--- config.mk ---
export PLATFORM = sky130hd
export DESIGN_NAME = buddy_block_allocator_top
export DESIGN_NICKNAME = d
export VERILOG_FILES = /design/src/hdl/bba_pkg.sv /design/src/hdl/bba_datapath.sv /design/src/hdl/bba_ctrl.sv /design/src/hdl/buddy_block_allocator_top.sv
export SDC_FILE = /design/constraint.sdc
export NUM_CORES = 1
export LEC_CHECK = 0
export BUFFER_PORTS_ARGS = -buffer_cell sky130_fd_sc_hd__buf_2
export CORE_AREA = 5 5 267 269
export CTS_BUF_LIST = sky130_fd_sc_hd__clkbuf_4 sky130_fd_sc_hd__clkbuf_8 sky130_fd_sc_hd__clkbuf_16
export DETAILED_ROUTE_END_ITERATION = 8
export DIE_AREA = 0 0 272 274
export GPL_ROUTABILITY_DRIVEN = 0
export PLACE_DENSITY_LB_ADDON = 0.12
export SETUP_SLACK_MARGIN = 0.5
export SLEW_MARGIN = 15
export SYNTH_ARGS = -nofsm -noshare
export SYNTH_HDL_FRONTEND = slang
export SYNTH_SLANG_ARGS = --single-unit
--- constraint.sdc ---
create_clock -name clk -period 7.1 [get_ports clk]
set_input_delay 0 -clock clk [delete_from_list [all_inputs] [get_ports clk]]
set_output_delay 0 -clock clk [all_outputs]
set_load 0.05 [all_outputs]
--- src/hdl/bba_pkg.sv ---
package bba_pkg;

  // Bitmap word geometry: one memory word holds this many allocation units
  localparam int WORD_BITS = 16;
  localparam int WORD_LOG  = 4;

  // Input action codes
  localparam logic ACT_ALLOC = 1'b0;
  localparam logic ACT_FREE  = 1'b1;

  // Result status codes
  typedef enum logic [2:0] {
    ST_OK       = 3'd0,
    ST_ZERO     = 3'd1,
    ST_IN_USE   = 3'd2,
    ST_NO_SPACE = 3'd3,
    ST_UNKNOWN  = 3'd4
  } status_t;

  // Controller to datapath commands
  typedef struct packed {
    logic    load;        // capture input beat, read tag table
    logic    clr_step;    // clear one bitmap word
    logic    free_setup;  // take block from tag table
    logic    scan_start;  // begin bitmap scan at word 0
    logic    scan_step;   // evaluate one word, fetch next
    logic    mark_read;   // fetch first word of the block
    logic    mark_write;  // write one word of the block
    logic    tag_commit;  // update tag table
    logic    out_load;    // load the result register
    status_t out_code;
  } ctrl_cmd_t;

  // Datapath to controller status
  typedef struct packed {
    logic    clr_done;
    status_t chk_code;
    logic    is_free;
    logic    fits;
    logic    scan_found;
    logic    scan_fail;
    logic    mark_last;
  } dp_stat_t;

endpackage

--- src/hdl/bba_datapath.sv ---
module bba_datapath #(
  parameter int POOL_MAX  = 256,
  parameter int TAG_COUNT = 16
) (
  input  logic                clk,
  input  logic                rst_n,
  input  bba_pkg::ctrl_cmd_t  cmd,
  output bba_pkg::dp_stat_t   stat,
  input  logic                in_action,
  input  logic [3:0]          in_tag,
  input  logic [8:0]          in_request,
  input  logic                cfg_we,
  input  logic [8:0]          cfg_data,
  output bba_pkg::status_t    out_status,
  output logic [7:0]          out_start_unit,
  output logic [8:0]          out_block_units
);

  localparam int WB    = bba_pkg::WORD_BITS;
  localparam int WL    = bba_pkg::WORD_LOG;
  localparam int NW    = (POOL_MAX + WB - 1) / WB;
  localparam int WA_W  = (NW > 1) ? $clog2(NW) : 1;
  localparam int WC_W  = $clog2(NW + 1);
  localparam int POS_W = $clog2(POOL_MAX + 1);
  localparam int TAG_W = $clog2(TAG_COUNT);
  localparam int A_W   = ((POS_W > 10) ? POS_W : 10) + 1;

  // Configuration
  logic [8:0] pool_r;

  // Bitmap memory
  logic [WB-1:0]   bmap [NW];
  logic [WB-1:0]   rd_q_r;
  logic [WC_W-1:0] ra_w;
  logic            we;
  logic [WC_W-1:0] wa_w;
  logic [WB-1:0]   wd;
  logic [WC_W-1:0] clr_w_r;

  // Captured item
  logic       act_r;
  logic [3:0] tag_r;
  logic [8:0] req_r;

  // Tag table
  logic [TAG_COUNT-1:0] tag_valid_r;
  logic [POS_W-1:0]     tag_start_mem [TAG_COUNT];
  logic [3:0]           tag_log_mem   [TAG_COUNT];
  logic [POS_W-1:0]     tq_start_r;
  logic [3:0]           tq_log_r;
  logic                 in_tag_ok;
  logic                 tag_ok;
  logic [TAG_W-1:0]     tidx;
  logic                 tv;
  bba_pkg::status_t     chk_code;

  // Scan and mark state
  logic [WC_W-1:0]  rd_w_r;
  logic [WC_W-1:0]  ev_w_r;
  logic             ok_r;
  logic [POS_W-1:0] pos_r;
  logic [3:0]       lg_r;
  logic [WC_W-1:0]  mk_w_r;
  logic [A_W-1:0]   mk_cnt_r;

  // Result register
  bba_pkg::status_t out_status_r;
  logic [7:0]       out_start_r;
  logic [8:0]       out_len_r;

  // Scan evaluation
  logic [3:0]     lg_a;
  logic [A_W-1:0] lim, len_a, bwm1, wv, base, pos_big, found_pos;
  logic           big, first, last, room_out, ok_nxt, found_big, hit;
  logic [WL-1:0]  sel;

  // Mark evaluation
  logic [A_W-1:0] pos_a, mk_len, mk_bwm1;
  logic           mk_big;
  logic [WB-1:0]  smask;

  // Tag lookups
  assign in_tag_ok = (32'(in_tag) < TAG_COUNT);
  assign tag_ok    = (32'(tag_r) < TAG_COUNT);
  assign tidx      = TAG_W'(tag_r);
  assign tv        = tag_ok && tag_valid_r[tidx];

  // Pool bound, saturated at the bitmap size
  assign lim = (A_W'(pool_r) > A_W'(POOL_MAX)) ? A_W'(POOL_MAX) : A_W'(pool_r);

  // Rounded size of the request
  always_comb begin
    lg_a = 4'd9;
    for (int l = 9; l >= 0; l--) begin
      if ((11'(1) << l) >= 11'(req_r)) lg_a = 4'(l);
    end
  end

  assign len_a = A_W'(1) << lg_a;
  assign big   = (lg_a >= 4'(WL));
  assign bwm1  = big ? ((len_a >> WL) - A_W'(1)) : '0;
  assign wv    = A_W'(ev_w_r);
  assign base  = wv << WL;

  // Multi-word blocks: all words of an aligned group must be empty
  assign first     = !big || ((wv & bwm1) == '0);
  assign last      = !big || ((wv & bwm1) == bwm1);
  assign room_out  = first && ((base + len_a) > lim);
  assign ok_nxt    = (first ? 1'b1 : ok_r) && (rd_q_r == '0);
  assign found_big = last && ok_nxt && !room_out;
  assign pos_big   = (wv & ~bwm1) << WL;

  // Sub-word blocks: lowest aligned free run inside the current word
  always_comb begin
    logic seg_used;
    logic cand;
    hit = 1'b0;
    sel = '0;
    for (int o = WB - 1; o >= 0; o--) begin
      seg_used = 1'b0;
      for (int k = 0; k < 8; k++) begin
        if ((A_W'(k) < len_a) && (o + k < WB)) seg_used = seg_used | rd_q_r[(o + k) % WB];
      end
      cand = ((A_W'(o) & (len_a - A_W'(1))) == '0) && !seg_used &&
             ((base + A_W'(o) + len_a) <= lim);
      if (cand) begin
        hit = 1'b1;
        sel = WL'(o);
      end
    end
  end

  assign found_pos = big ? pos_big : (base + A_W'(sel));

  // Mark geometry from the held block
  assign pos_a   = A_W'(pos_r);
  assign mk_len  = A_W'(1) << lg_r;
  assign mk_big  = (lg_r >= 4'(WL));
  assign mk_bwm1 = mk_big ? ((mk_len >> WL) - A_W'(1)) : '0;

  always_comb begin
    for (int b = 0; b < WB; b++) begin
      smask[b] = (A_W'(b) >= A_W'(pos_a[WL-1:0])) &&
                 (A_W'(b) < (A_W'(pos_a[WL-1:0]) + mk_len));
    end
  end

  // Bitmap port selection
  always_comb begin
    ra_w = rd_w_r;
    if (cmd.scan_start) ra_w = '0;
    else if (cmd.mark_read) ra_w = WC_W'(pos_a >> WL);
    we   = 1'b0;
    wa_w = mk_w_r;
    wd   = '0;
    if (cmd.clr_step) begin
      we   = 1'b1;
      wa_w = clr_w_r;
    end else if (cmd.mark_write) begin
      we = 1'b1;
      if (mk_big) wd = (act_r == bba_pkg::ACT_ALLOC) ? '1 : '0;
      else if (act_r == bba_pkg::ACT_ALLOC) wd = rd_q_r | smask;
      else wd = rd_q_r & ~smask;
    end
  end

  always_ff @(posedge clk) begin
    if (we) bmap[wa_w[WA_W-1:0]] <= wd;
    rd_q_r <= bmap[ra_w[WA_W-1:0]];
  end

  // Control registers
  always_ff @(posedge clk) begin
    if (!rst_n) begin
      pool_r      <= 9'd256;
      clr_w_r     <= '0;
      tag_valid_r <= '0;
    end else begin
      if (cfg_we) pool_r <= cfg_data;
      if (cmd.clr_step) clr_w_r <= clr_w_r + WC_W'(1);
      if (cmd.tag_commit) tag_valid_r[tidx] <= (act_r == bba_pkg::ACT_ALLOC);
    end
  end

  // Tag table memory
  always_ff @(posedge clk) begin
    if (cmd.tag_commit && (act_r == bba_pkg::ACT_ALLOC)) begin
      tag_start_mem[tidx] <= pos_r;
      tag_log_mem[tidx]   <= lg_r;
    end
    if (cmd.load && in_tag_ok) begin
      tq_start_r <= tag_start_mem[TAG_W'(in_tag)];
      tq_log_r   <= tag_log_mem[TAG_W'(in_tag)];
    end
  end

  // Item capture, scan and mark bookkeeping
  always_ff @(posedge clk) begin
    if (cmd.load) begin
      act_r <= in_action;
      tag_r <= in_tag;
      req_r <= in_request;
    end
    if (cmd.scan_start) begin
      rd_w_r <= WC_W'(1);
      ev_w_r <= '0;
      ok_r   <= 1'b1;
    end else if (cmd.scan_step) begin
      rd_w_r <= rd_w_r + WC_W'(1);
      ev_w_r <= rd_w_r;
      ok_r   <= ok_nxt;
      if (stat.scan_found) begin
        pos_r <= POS_W'(found_pos);
        lg_r  <= lg_a;
      end
    end
    if (cmd.free_setup) begin
      pos_r <= tq_start_r;
      lg_r  <= tq_log_r;
    end
    if (cmd.mark_read) begin
      mk_w_r   <= WC_W'(pos_a >> WL);
      mk_cnt_r <= mk_bwm1;
    end else if (cmd.mark_write) begin
      mk_w_r   <= mk_w_r + WC_W'(1);
      mk_cnt_r <= mk_cnt_r - A_W'(1);
    end
    if (cmd.out_load) begin
      out_status_r <= cmd.out_code;
      out_start_r  <= (cmd.out_code == bba_pkg::ST_OK) ? 8'(pos_r) : 8'd0;
      out_len_r    <= (cmd.out_code == bba_pkg::ST_OK) ? 9'(mk_len) : 9'd0;
    end
  end

  // Item checks in priority order
  always_comb begin
    chk_code = bba_pkg::ST_OK;
    if (act_r == bba_pkg::ACT_ALLOC) begin
      if (req_r == 9'd0) chk_code = bba_pkg::ST_ZERO;
      else if (!tag_ok) chk_code = bba_pkg::ST_UNKNOWN;
      else if (tv) chk_code = bba_pkg::ST_IN_USE;
    end else if (!tv) begin
      chk_code = bba_pkg::ST_UNKNOWN;
    end
  end

  assign stat.chk_code   = chk_code;
  assign stat.clr_done   = (clr_w_r == WC_W'(NW - 1));
  assign stat.is_free    = (act_r == bba_pkg::ACT_FREE);
  assign stat.fits       = (len_a <= lim);
  assign stat.scan_found = big ? found_big : hit;
  assign stat.scan_fail  = room_out && !stat.scan_found;
  assign stat.mark_last  = !mk_big || (mk_cnt_r == '0);

  assign out_status      = out_status_r;
  assign out_start_unit  = out_start_r;
  assign out_block_units = out_len_r;

`ifndef ASSERT_OFF
  a_scan_exclusive: assert property (@(posedge clk) disable iff (!rst_n)
    cmd.scan_step |-> !(stat.scan_found && stat.scan_fail))
    else $error("scan reports both found and no space");

  a_alloc_fresh_tag: assert property (@(posedge clk) disable iff (!rst_n)
    (cmd.tag_commit && (act_r == bba_pkg::ACT_ALLOC)) |-> !tv)
    else $error("allocation committed on a tag already in use");

  a_mark_in_pool: assert property (@(posedge clk) disable iff (!rst_n)
    cmd.mark_write |-> (mk_w_r < WC_W'(NW)))
    else $error("block write beyond the bitmap");

  a_free_releases: assert property (@(posedge clk) disable iff (!rst_n)
    (cmd.tag_commit && (act_r == bba_pkg::ACT_FREE)) |=> !tag_valid_r[$past(tidx)])
    else $error("freed tag still marked valid");
`endif

endmodule

--- src/hdl/bba_ctrl.sv ---
module bba_ctrl (
  input  logic               clk,
  input  logic               rst_n,
  input  logic               in_valid,
  output logic               in_ready,
  output logic               out_valid,
  input  logic               out_ready,
  output bba_pkg::ctrl_cmd_t cmd,
  input  bba_pkg::dp_stat_t  stat
);

  typedef enum logic [2:0] {
    S_CLEAR,
    S_IDLE,
    S_CHECK,
    S_SCAN,
    S_MREAD,
    S_MWRITE,
    S_FINISH
  } state_t;

  state_t           state_r, state_nxt;
  bba_pkg::status_t code_r, code_nxt;
  logic             out_valid_r, out_valid_nxt;

  // Next state and commands
  always_comb begin
    state_nxt     = state_r;
    code_nxt      = code_r;
    out_valid_nxt = out_valid_r && !out_ready;
    cmd           = '0;
    cmd.out_code  = code_r;
    case (state_r)
      S_CLEAR: begin
        cmd.clr_step = 1'b1;
        if (stat.clr_done) state_nxt = S_IDLE;
      end
      S_IDLE: begin
        if (in_valid) begin
          cmd.load  = 1'b1;
          state_nxt = S_CHECK;
        end
      end
      S_CHECK: begin
        if (stat.chk_code != bba_pkg::ST_OK) begin
          code_nxt  = stat.chk_code;
          state_nxt = S_FINISH;
        end else if (stat.is_free) begin
          cmd.free_setup = 1'b1;
          state_nxt      = S_MREAD;
        end else if (!stat.fits) begin
          code_nxt  = bba_pkg::ST_NO_SPACE;
          state_nxt = S_FINISH;
        end else begin
          cmd.scan_start = 1'b1;
          state_nxt      = S_SCAN;
        end
      end
      S_SCAN: begin
        cmd.scan_step = 1'b1;
        if (stat.scan_found) begin
          state_nxt = S_MREAD;
        end else if (stat.scan_fail) begin
          code_nxt  = bba_pkg::ST_NO_SPACE;
          state_nxt = S_FINISH;
        end
      end
      S_MREAD: begin
        cmd.mark_read = 1'b1;
        state_nxt     = S_MWRITE;
      end
      S_MWRITE: begin
        cmd.mark_write = 1'b1;
        if (stat.mark_last) begin
          cmd.tag_commit = 1'b1;
          code_nxt       = bba_pkg::ST_OK;
          state_nxt      = S_FINISH;
        end
      end
      S_FINISH: begin
        // result slot is free once the previous beat has gone
        if (!out_valid_r || out_ready) begin
          cmd.out_load  = 1'b1;
          out_valid_nxt = 1'b1;
          state_nxt     = S_IDLE;
        end
      end
      default: begin
        state_nxt = S_IDLE;
      end
    endcase
  end

  // State and registered outputs
  always_ff @(posedge clk) begin
    if (!rst_n) begin
      state_r     <= S_CLEAR;
      code_r      <= bba_pkg::ST_OK;
      out_valid_r <= 1'b0;
    end else begin
      state_r     <= state_nxt;
      code_r      <= code_nxt;
      out_valid_r <= out_valid_nxt;
    end
  end

  assign in_ready  = (state_r == S_IDLE);
  assign out_valid = out_valid_r;

endmodule

--- src/hdl/buddy_block_allocator_top.sv ---
// Buddy-style allocator over a pool of POOL_MAX units held as a bitmap of
// 16-unit words in one memory. After reset a clearing pass writes the bitmap
// once, one word a cycle, with in_tready low; cfg writes are taken at any
// time. An allocate rounds the request up to a power of two and scans the
// bitmap one word per cycle from unit 0 until a fit is found or the pool bound
// is passed, and then writes the block word by word (one word for blocks of
// up to 16 units, size/16 words above that). A free writes its block word by
// word too, and an item rejected by its checks writes nothing. The bitmap
// memory has one read port and one write port. One item is in work at a time;
// its result sits in an output register while the next beat is taken.
module buddy_block_allocator_top #(
  parameter int POOL_MAX  = 256,
  parameter int TAG_COUNT = 16
) (
  input  logic        clk,
  input  logic        rst_n,
  input  logic        in_tvalid,
  output logic        in_tready,
  input  logic [15:0] in_tdata,   // [3:0] tag, [12:4] request, [15:13] zero
  input  logic        in_tuser,   // [0] action
  output logic        out_tvalid,
  input  logic        out_tready,
  output logic [23:0] out_tdata,  // [2:0] status, [10:3] start_unit,
                                  // [19:11] block_units, [23:20] zero
  input  logic        cfg_valid,
  output logic        cfg_ready,
  input  logic [8:0]  cfg_data    // pool_units
);

  bba_pkg::ctrl_cmd_t cmd;
  bba_pkg::dp_stat_t  stat;
  bba_pkg::status_t   res_status;
  logic [7:0]         res_start;
  logic [8:0]         res_len;

  assign cfg_ready = 1'b1;

  bba_ctrl u_ctrl (
    .clk       (clk),
    .rst_n     (rst_n),
    .in_valid  (in_tvalid),
    .in_ready  (in_tready),
    .out_valid (out_tvalid),
    .out_ready (out_tready),
    .cmd       (cmd),
    .stat      (stat)
  );

  bba_datapath #(
    .POOL_MAX  (POOL_MAX),
    .TAG_COUNT (TAG_COUNT)
  ) u_dp (
    .clk             (clk),
    .rst_n           (rst_n),
    .cmd             (cmd),
    .stat            (stat),
    .in_action       (in_tuser),
    .in_tag          (in_tdata[3:0]),
    .in_request      (in_tdata[12:4]),
    .cfg_we          (cfg_valid),
    .cfg_data        (cfg_data),
    .out_status      (res_status),
    .out_start_unit  (res_start),
    .out_block_units (res_len)
  );

  // Result beat packing
  assign out_tdata = {4'b0000, res_len, res_start, 3'(res_status)};

endmodule

==> impl_results.md <==
- Seq pwr share: 0.510
- Startpoint types: flip-flop
- Worst relative slew slack: 0.114
- TritonRoute pass-1 iters: 7
- Routed length per placed instance: 26.1 um
- Clock Tree Buf Depth: 3
- Via count: 21775
- Maximum VDD drop: 0.000220 V
- Clock Skews: 0.0828 ns
- Met1 GRT Util: 0.323
- Clock-pin slew on the worst setup and hold paths: 0.06 ns
- Primary FF master, synth: edfxtp_1
- Initial Utilization: 0.447
- Reg2Reg Setup Slack: 0.72 ns
- RSZ-0062 raised after global routing: no
- NetSw: 1630 uW
- Total Routing Usage GR: 0.238
- DR iter-0 viols: 2327
- Worst endpoint required time: 7.48 ns
- Setup crit end kind: flip-flop
- Peak fanout along the critical path: 11
- Fin cells: 3515
- DP Area: 32200 sq um
- Fillers: 5874
- Die width: 272 um
- Most numerous cell in the Yosys netlist: edfxtp_1
- Worst r2r dst: u_dp.lg_r[2]$_DFFE_PP_
- First-pass GRT wire length: 135 mm
- Max frequency: 0.157 GHz
- Via-to-Cell Ratio: 6.19
- Inserted Clock Buffers: 61
- Post-Syn Area per Cell: 12.4 sq um
- HPWL after DPL: 63.0 mm
- DRC Markers: 0
- Largest net degree at the start of global routing: 52
- Total of max-cap violations: 0
- Reg2reg path depth: 26
- CP bufs+invs: 5
- Synthesized instance count: 2456
- Final instance area: 34900 sq um
- Met3 Use GR: 0.0461
- Antenna viol nets, final: 0
- Critical Path Source: u_dp.req_r[1]$_DFFE_PP_
- Rows: 96
- Min Tclk post-route: 6.38 ns
- I/O Buffers: 49
- Final Slew Violations: 0
- Post-synth top cells: edfxtp_1 (521), nand2_1 (209), ha_1 (145), nor2_1 (143), a21oi_1 (105)
- Number of synthesized register bits: 585
- Synth cell types: 103
- Placed Cells: 3359
- Synth Warn #: 0
- Seq/Total Area, Yosys: 0.554
- Final WL: 91.9 mm
- Boundary Pins: 58
- Sw frac: 0.218
- Leak pwr: 0.0126 uW
- Full die area: 74500 sq um
- Clk Latency, worst-skew pair: 0.67 ns
- Worst-Margin Slew: 1.31 ns
- GRT overflow: 0
- Arrival time at the worst endpoint: 6.76 ns
- M2 GR Usage: 0.388
- Status: complete, no violations
- Hold depth: 2
- Hold WC Path Type: input pin to flip-flop
- Chip height: 274 um
- GRT busiest layer: met2
- Yosys top cell area share: 0.512
- Initial antenna violation count: 0
- Hold Violations, Final: 0
- Crit Path Category: flip-flop to flip-flop
- Post-synth ARST share: 0
- Final #Nets: 2761
- CORE AREA: 68300 sq um
- FF-to-FF Start: u_dp.req_r[1]$_DFFE_PP_
- Synthesized cell area: 30500 sq um
- H-tree depth: 2
- Antenna Cells: 0
- Layout Area Growth over Synthesis: 14.3%
- Worst hold start: in_tuser
- Crit. path cell count: 26
- Share of layout cells above drive strength 1: 0.169
- Top post-synthesis cells by area: edfxtp_1 (51%), ha_1 (5.9%), mux4_2 (5.9%)
- Clk pwr share: 0.446
- Clock sink total: 585
- Int Power: 5850 uW
- Setup TNS: 0 ns
- Clock root buffer: clkbuf_16
- Gate power share: 0.043
- Worst Hold Path EP: u_dp.act_r$_DFFE_PP_
- Max incr delay on CP: 0.53 ns
- Setup-failing EPs final: 0
- Power Dens Cells: 214 nW/um^2
- Slowest-stage cell, CP: or4_4
- CTS tree: built
- Number of synthesized flops with an enable pin: 521
- Final period util: 0.899
- Area leader, netlist: edfxtp_1
- Cell family with most CP delay: compound AO/OA/AOI/OAI gates
- Vias in the first global route: 21133
sequential cells by signal, summed over array words and instances (netlist names), 5 cells and up:
name and cells:
u_dp.pool_r 9, u_dp.clr_w_r 5, u_dp.tag_log_mem 64, u_dp.mk_cnt_r 11
u_dp.rd_w_r 5, u_dp.bmap 256, u_dp.tq_start_r 8, u_dp.req_r 9
u_dp.ev_w_r 5, u_dp.out_block_units 9, u_dp.pos_r 8, u_dp.rd_q_r 16
u_dp.tag_valid_r 16, u_dp.tag_start_mem 128, u_dp.out_start_unit 8
worst max-delay path by stage:
stage	to	slack, ns
floorplan	u_dp.lg_r[0]$_DFFE_PP_	0.67
CTS	u_dp.lg_r[2]$_DFFE_PP_	0.50
global route	u_dp.lg_r[2]$_DFFE_PP_	0.46
global placement	u_dp.pos_r[5]$_DFFE_PP_	0.55
finish	u_dp.lg_r[2]$_DFFE_PP_	0.72
detailed placement	u_dp.pos_r[5]$_DFFE_PP_	0.45
cells by family (layout without fill, tap and decap cells):
group,count (synthesis),count (layout),synth area share
muxes,147,147,0.0811
and+or+nand+nor,719,719,0.119
xor gates and xnor gates,106,106,0.0304
other,2,5,0.000246
DFF,585,585,0.554
buffers and inverters,199,373,0.0271
AOI/OAI and AO/OA,540,540,0.123
adders and majority gates,158,158,0.0647
power by group through the flow:
stage          Combinational, uW  Sequential (uW)  Clock (uW)
2_1_floorplan                227             3840           0
3_3_place_gp                 302             3880           0
3_5_place_dp                 307             3880           0
4_1_cts                      324             3810        3410
5_1_grt                      353             3820        3540
6_report                     325             3810        3340
routing by layer:
metal,routed length [um],share of wire
met1,38900,0.42
met3,6610,0.072
met4,3330,0.036
met2,43000,0.47
met5,0,0
area by class of cell:
class                      count  area [sq um]  area share
timing repair buffer         202          1490      0.0427
tap                          882          1100      0.0316
clock buffer                  69          1590      0.0456
clock inverter                45           546      0.0156
sequential                   585         16900       0.485
multi-input combinational   1675         13000       0.374
inverter                      57           214     0.00613
stage by stage:
stage | hold slack [ns] | setup slack [ns] | utilization | power (uW)
floorplan | 0.0989 | 0.668 | - | 4070
global placement | 0.191 | 0.554 | 0.471 | 4180
detailed placement | 0.178 | 0.451 | 0.471 | 4190
CTS | 0.0138 | 0.504 | 0.508 | 7540
global route | 0.0490 | 0.458 | 0.511 | 7710
finish | 0.0592 | 0.720 | 0.511 | 7480
worst reg2reg max path, cell delays in order, from the launching register on:
cell	delay (ns)
edfxtp_1	0.46
nor4_4	0.34
nor3b_1	0.08
or4_4	0.53
and2_1	0.20
o22ai_2	0.21
nand3_2	0.13
inv_2	0.10
ha_2	0.18
inv_1	0.06
fa_1	0.38
buf_4	0.21
o21ai_2	0.16
a31oi_1	0.10
buf_4	0.22
o21ai_0	0.11
xor2_1	0.17
ha_1	0.28
a22o_1	0.21
nor4_1	0.19
o21ai_0	0.28
a221oi_1	0.53
a211oi_1	0.23
and2_4	0.20
a21o_1	0.17
o21ai_2	0.20
buf_6	0.17
repair_timing:
item | CTS | global route
cloned | 0 | 1
endpoints found under the setup margin | 12 | 20
resized for setup | 5 | 28
endpoints found under the hold margin | 57 | 0
hold buffers | 34 | 0
pin swaps | 0 | 12
setup buffers | 0 | 7
cell usage in the layout (no fill, tap or decap), drive strengths merged, types with 10 or more instances in the layout:
| cell | synthesis | routed |
|---|---|---|
| a2111oi | 10 | 10 |
| mux2i | 66 | 66 |
| a222oi | 10 | 10 |
| a21oi | 106 | 106 |
| nor2b | 34 | 34 |
| o21ai | 119 | 119 |
| buf | 40 | 168 |
| nand3 | 42 | 42 |
| o211a | 16 | 16 |
| o22ai | 25 | 25 |
| maj3 | 10 | 10 |
| xnor2 | 68 | 68 |
| a221oi | 26 | 26 |
| o21a | 19 | 19 |
| edfxtp | 521 | 521 |
| and2 | 24 | 24 |
| nor3b | 10 | 10 |
| or3 | 43 | 43 |
| nand3b | 10 | 10 |
| a31oi | 46 | 46 |
| o31ai | 20 | 20 |
| ha | 145 | 145 |
| a211oi | 20 | 20 |
| nand2b | 31 | 31 |
| dlygate4sd3 | 0 | 34 |
| clkinv | 3 | 33 |
| mux4 | 80 | 80 |
| a21o | 16 | 16 |
| dfxtp | 64 | 64 |
| xor2 | 38 | 38 |
| and3 | 11 | 11 |
| nor4 | 27 | 27 |
| clkbuf | 102 | 69 |
| nand4 | 25 | 25 |
| inv | 54 | 56 |
| nor3 | 74 | 74 |
| nor2 | 148 | 148 |
| a221o | 22 | 22 |
| nand2 | 213 | 213 |
(Power assumes the default switching activity.)
